## config.mk

```make
export PLATFORM = sky130hd
export DESIGN_NAME = xalu_core
export DESIGN_NICKNAME = d
export VERILOG_FILES = /design/src/rtl/xalu_pkg.sv /design/src/rtl/xalu_core.sv
export SDC_FILE = /design/constraint.sdc
export NUM_CORES = 2
export LEC_CHECK = 0
export BUFFER_PORTS_ARGS = -buffer_cell sky130_fd_sc_hd__buf_4
export CAP_MARGIN = 10
export CORE_MARGIN = 1
export CORE_UTILIZATION = 43
export DETAILED_ROUTE_END_ITERATION = 8
export PLACE_DENSITY = 0.57
export SLEW_MARGIN = 15
export SYNTH_ARGS = -nofsm -noshare
export SYNTH_HDL_FRONTEND = slang
export SYNTH_SLANG_ARGS = --single-unit
```

## constraint.sdc

```tcl
create_clock -name vclk -period 17.6
set_clock_uncertainty 0.2 [all_clocks]
set_input_delay 2.64 -clock vclk [all_inputs]
set_output_delay 2.64 -clock vclk [all_outputs]
set_load 0.01 [all_outputs]
```

## src/rtl/xalu_pkg.sv

```systemverilog
// Shared types, opcodes and helper functions for the x86 integer ALU.
package xalu_pkg;

  // Opcodes
  localparam logic [3:0] OP_ADD  = 4'd0;
  localparam logic [3:0] OP_ADC  = 4'd1;
  localparam logic [3:0] OP_SUB  = 4'd2;
  localparam logic [3:0] OP_SBB  = 4'd3;
  localparam logic [3:0] OP_AND  = 4'd4;
  localparam logic [3:0] OP_OR   = 4'd5;
  localparam logic [3:0] OP_XOR  = 4'd6;
  localparam logic [3:0] OP_SHL  = 4'd7;
  localparam logic [3:0] OP_SHR  = 4'd8;
  localparam logic [3:0] OP_SAR  = 4'd9;
  localparam logic [3:0] OP_MUL  = 4'd10;
  localparam logic [3:0] OP_IMUL = 4'd11;

  // Operand width codes; the unused code behaves as 32 bits
  localparam logic [1:0] WC_8  = 2'd0;
  localparam logic [1:0] WC_16 = 2'd1;

  // Stream payload widths
  localparam int IN_DATA_W  = 72;
  localparam int OUT_DATA_W = 72;

  // One ALU request
  typedef struct packed {
    logic [1:0]  wcode;
    logic [31:0] dst;
    logic [31:0] src;
    logic [3:0]  cmd;
  } req_t;

  // Status flags
  typedef struct packed {
    logic of_f;
    logic sf_f;
    logic zf_f;
    logic pf_f;
    logic cf_f;
  } flags_t;

  // Mask of the operand width
  function automatic logic [31:0] width_mask(input logic [1:0] wc);
    logic [31:0] m;
    case (wc)
      WC_8:    m = 32'h0000_00FF;
      WC_16:   m = 32'h0000_FFFF;
      default: m = 32'hFFFF_FFFF;
    endcase
    return m;
  endfunction

  // Top bit of a value at the operand width
  function automatic logic msb_at(input logic [31:0] v, input logic [1:0] wc);
    logic b;
    case (wc)
      WC_8:    b = v[7];
      WC_16:   b = v[15];
      default: b = v[31];
    endcase
    return b;
  endfunction

  // Sign-extend a width-masked operand to 32 bits
  function automatic logic [31:0] sext32(input logic [31:0] v, input logic [1:0] wc);
    logic [31:0] r;
    case (wc)
      WC_8:    r = {{24{v[7]}}, v[7:0]};
      WC_16:   r = {{16{v[15]}}, v[15:0]};
      default: r = v;
    endcase
    return r;
  endfunction

endpackage

```

## src/rtl/xalu_core.sv

```systemverilog
// Combinational datapath: one ALU operation plus the flag update.
module xalu_core import xalu_pkg::*; (
  input  req_t        req,
  input  flags_t      flags_in,
  output logic [63:0] result,
  output flags_t      flags_out
);

  logic [31:0]        m;
  logic [31:0]        a;
  logic [31:0]        b;
  logic [31:0]        a_sx;
  logic [31:0]        b_sx;
  logic [4:0]         cnt;
  logic               cin;
  logic [32:0]        sum;
  logic [33:0]        diff;
  logic [63:0]        shl_wide;
  logic [32:0]        shr_pre;
  logic signed [32:0] sar_in;
  logic signed [32:0] sar_pre;
  logic signed [32:0] mul_a;
  logic signed [32:0] mul_b;
  logic signed [65:0] prod;
  logic [63:0]        p;
  logic               mul_hi;
  logic               imul_ov;
  logic [31:0]        r32;
  logic               set_res;
  logic               signed_mul;

  assign m    = width_mask(req.wcode);
  assign a    = req.dst & m;
  assign b    = req.src & m;
  assign a_sx = sext32(a, req.wcode);
  assign b_sx = sext32(b, req.wcode);
  assign cnt  = req.src[4:0];
  assign cin  = (req.cmd == OP_ADC || req.cmd == OP_SBB) ? flags_in.cf_f : 1'b0;

  // Adder and subtractor; bit 33 of the difference is the true borrow
  assign sum  = {1'b0, a} + {1'b0, b} + {32'd0, cin};
  assign diff = {2'b00, a} - {2'b00, b} - {33'd0, cin};

  // Shifters; in the right shifts the spare low bit catches the last bit shifted out
  assign shl_wide = {32'd0, a} << cnt;
  assign shr_pre  = {a, 1'b0} >> cnt;
  assign sar_in   = {a_sx, 1'b0};
  assign sar_pre  = sar_in >>> cnt;

  // One 33x33 signed multiplier serves mul and imul
  assign signed_mul = (req.cmd == OP_IMUL);
  assign mul_a = signed_mul ? {a_sx[31], a_sx} : {1'b0, a};
  assign mul_b = signed_mul ? {b_sx[31], b_sx} : {1'b0, b};
  assign prod  = mul_a * mul_b;
  assign p     = prod[63:0];

  // Upper-half tests for the product
  always_comb begin
    case (req.wcode)
      WC_8: begin
        mul_hi  = |p[63:8];
        imul_ov = !((&p[63:7]) || !(|p[63:7]));
      end
      WC_16: begin
        mul_hi  = |p[63:16];
        imul_ov = !((&p[63:15]) || !(|p[63:15]));
      end
      default: begin
        mul_hi  = |p[63:32];
        imul_ov = !((&p[63:31]) || !(|p[63:31]));
      end
    endcase
  end

  // Operation select and flag rules
  always_comb begin
    flags_out = flags_in;
    r32       = 32'd0;
    result    = 64'd0;
    set_res   = 1'b0;
    case (req.cmd)
      OP_ADD, OP_ADC: begin
        r32     = sum[31:0] & m;
        set_res = 1'b1;
        case (req.wcode)
          WC_8:    flags_out.cf_f = sum[8];
          WC_16:   flags_out.cf_f = sum[16];
          default: flags_out.cf_f = sum[32];
        endcase
        flags_out.of_f = msb_at((a ^ r32) & (b ^ r32), req.wcode);
      end
      OP_SUB, OP_SBB: begin
        r32            = diff[31:0] & m;
        set_res        = 1'b1;
        flags_out.cf_f = diff[33];
        flags_out.of_f = msb_at((a ^ b) & (a ^ r32), req.wcode);
      end
      OP_AND, OP_OR, OP_XOR: begin
        if (req.cmd == OP_AND) begin
          r32 = a & b;
        end else if (req.cmd == OP_OR) begin
          r32 = a | b;
        end else begin
          r32 = a ^ b;
        end
        set_res        = 1'b1;
        flags_out.cf_f = 1'b0;
        flags_out.of_f = 1'b0;
      end
      OP_SHL: begin
        if (cnt == 5'd0) begin
          r32 = a;
        end else begin
          r32     = shl_wide[31:0] & m;
          set_res = 1'b1;
          case (req.wcode)
            WC_8:    flags_out.cf_f = shl_wide[8];
            WC_16:   flags_out.cf_f = shl_wide[16];
            default: flags_out.cf_f = shl_wide[32];
          endcase
          if (cnt == 5'd1) begin
            flags_out.of_f = msb_at(r32, req.wcode) ^ flags_out.cf_f;
          end
        end
      end
      OP_SHR: begin
        if (cnt == 5'd0) begin
          r32 = a;
        end else begin
          r32            = shr_pre[32:1] & m;
          set_res        = 1'b1;
          flags_out.cf_f = shr_pre[0];
          flags_out.of_f = (cnt == 5'd1) ? msb_at(a, req.wcode) : 1'b0;
        end
      end
      OP_SAR: begin
        if (cnt == 5'd0) begin
          r32 = a;
        end else begin
          r32            = sar_pre[32:1] & m;
          set_res        = 1'b1;
          flags_out.cf_f = sar_pre[0];
          flags_out.of_f = 1'b0;
        end
      end
      OP_MUL: begin
        flags_out.cf_f = mul_hi;
        flags_out.of_f = mul_hi;
      end
      OP_IMUL: begin
        flags_out.cf_f = imul_ov;
        flags_out.of_f = imul_ov;
      end
      default: begin
        r32 = 32'd0;
      end
    endcase

    // Result word: double width for products
    case (req.cmd)
      OP_MUL:  result = p;
      OP_IMUL: begin
        case (req.wcode)
          WC_8:    result = {48'd0, p[15:0]};
          WC_16:   result = {32'd0, p[31:0]};
          default: result = p;
        endcase
      end
      default: result = {32'd0, r32};
    endcase

    // PF, ZF, SF from the masked result
    if (set_res) begin
      flags_out.pf_f = ~^r32[7:0];
      flags_out.zf_f = (r32 == 32'd0);
      flags_out.sf_f = msb_at(r32, req.wcode);
    end
  end

endmodule

```

==> results by group <==
STA
  – RSZ-0062 raised after global routing: false
  – Final critical-path required period: about 18 ns
  – Setup tns final: -0.00580 ns
  – Fmax: between 50 and 60 MHz
  – Final count of hold timing violations: 0
  – Relative slew slack: ~11%
  – Worst Tran Pin Value: around 1.3 ns
  – Worst Setup Slack, final: -0.00580 ns
  – Final number of setup-violating endpoints: 1
  – Final Max Slew Viols: 0
  – Final Cycle Share: 100%

Logic synthesis
  – Synth area leader: fa_1
  – Synth area leaders: fa_1 44%, inv_1 8.8%, ha_1 7.6%
  – Sequential share of the synthesized area: 0%
  – Synth Net Count: 8,061
  – Synth cell types: 102
  – Synth warn: 0
  – Top-count cell post-synth: inv_1
  – Syn Inst Count: around 6,500
  – Syn Area/Cell: 7.92 um2
  – Area share of the largest cell type after synthesis: between 40 and 50%
  – Mapped Area: roughly 0.052 mm2
  – Post-synth top cells: 1,212 x inv_1, 1,128 x fa_1, 856 x nor2_1

Finish
  – # clk buffers: 0
  – Layout cells sized above 1: 8.09%
  – Finished Core Util: a little under half
  – Storage element area: 0 um2
  – Seq_cells: 0
  – Syn-to-layout area delta: 6.98%
  – # nets final: 8,069

Setup path
  – CP endpoint kind: output pin
  – Worst path depth: 33
  – CP Buf/Inv Count: 9
  – Cell seen most often among critical-path stages: fa_1
  – Top delay family on crit path: adder cells
  – CP max stage cell: nor3_2
  – CP arrival: ~15 ns
  – Max incr delay on CP: 1.16 ns
  – CP max FO: 14
  – Crit Path Class: in -> out
  – CP Launch Type: input port
  – Critical Path RT: about 15 ns

Detailed routing
  – Vias per inst: about 6
  – Wire per inst: approximately 30 um
  – DRC: 0
  – Initial DRT Pass Iterations: 7
  – Post-route ant nets: 0
  – Routed wire length: between 200,000 and 250,000 um
  – Via Count: around 50,000
  – Detailed Route Iter0 Violations: between 5,000 and 6,000

Placement
  – GP Congestion: approximately 1.1
  – DP HPWL: around 200,000 um
  – # port buffers: between 100 and 150
  – DP Worst Slack: approximately 0.33 ns

Clocking
  – Setup bufs post-CTS: 0
  – Post-CTS Hold Buffers: 0

Run
  – Max cap viols: 0

Floorplan
  – Io pins: about 140
  – DIE AREA: about 0.12 mm2
  – Row cnt: ~130
  – Die width: 349 um
  – Die height: ~350 um
  – CORE AREA: roughly 0.12 mm2
  – Initial Utilization: a little over two fifths

GRT
  – Antenna violations before repair: 12
  – GRT Total Usage: about two fifths
  – Gr ovfl total: 0
  – Largest net degree at the start of global routing: 54
  – Vias in the first global route: 51,800
  – First-pass GRT wire length: ~360,000 um

Hold path
  – Worst Hold Class: in -> out
  – Hold Path Stages: 3

Outcome
  – Status: finished, violations left
  – Failing checks: setup timing
-- final timing paths --
kind	start	end	slack, ns
worst min-delay path	flags_in[1]	flags_out[1]	5.40
worst max-delay path	req[2]	flags_out[0]	-0.006
-- area by class of cell --
type               count  area [um2]
repair buffers       383        2940
diodes                 4        10.0
multi-input cells   4944       45900
inverters           1222        4590
fillers            12200       63300
well taps           1600        2000
-- kinds of logic (layout without fill, tap and decap cells) --
logic type / Yosys count / after routing / synth area share [%]
AND/OR/NAND/NOR: 2184 / 2184 / 18.2
multiplexers: 147 / 147 / 3.30
other: 0 / 4 / 0
AO/OA/AOI/OAI: 1041 / 1041 / 13.4
buffers and inverters: 1599 / 1605 / 11.7
XOR/XNOR: 129 / 129 / 2.20
adder cells (fa/ha/maj): 1443 / 1443 / 51.2
-- stage by stage --
stage	hold slack (ns)	std cells	cell area [um2]
after floorplan	5.21	6543	51800
after global placement	5.39	8149	55400
after detailed placement	5.40	8149	55400
after CTS	5.40	8149	55400
after global routing	5.42	8149	55400
final	5.40	8153	55400
-- cells in the final DEF (no fill, tap or decap), types with 62 or more instances in the layout --
| master | synthesis | routed |
|---|---|---|
| o211ai_1 | 62 | 62 |
| buf_4 | 2 | 378 |
| o22ai_1 | 67 | 67 |
| a21oi_1 | 268 | 267 |
| nand3_1 | 76 | 76 |
| ha_1 | 315 | 315 |
| xnor2_1 | 87 | 87 |
| inv_1 | 1212 | 1210 |
| fa_1 | 1128 | 1128 |
| nand2_1 | 843 | 843 |
| nor2_1 | 856 | 834 |
| nor3_1 | 72 | 70 |
| o21ai_0 | 185 | 184 |
| mux2i_1 | 101 | 101 |
-- layer usage --
layer	wire [um]	global-route usage, %	vias to the layer above
met4	19600	25.8	8
met3	22700	7.47	805
met1	90500	49.7	25700
met2	113000	64.9	2903
li1	-	-	20800
met5	66	0	-
-- what timing repair did --
action,CTS,global route
setup endpoints to repair,0,2
hold endpoints to repair,0,0
resized for setup,0,3
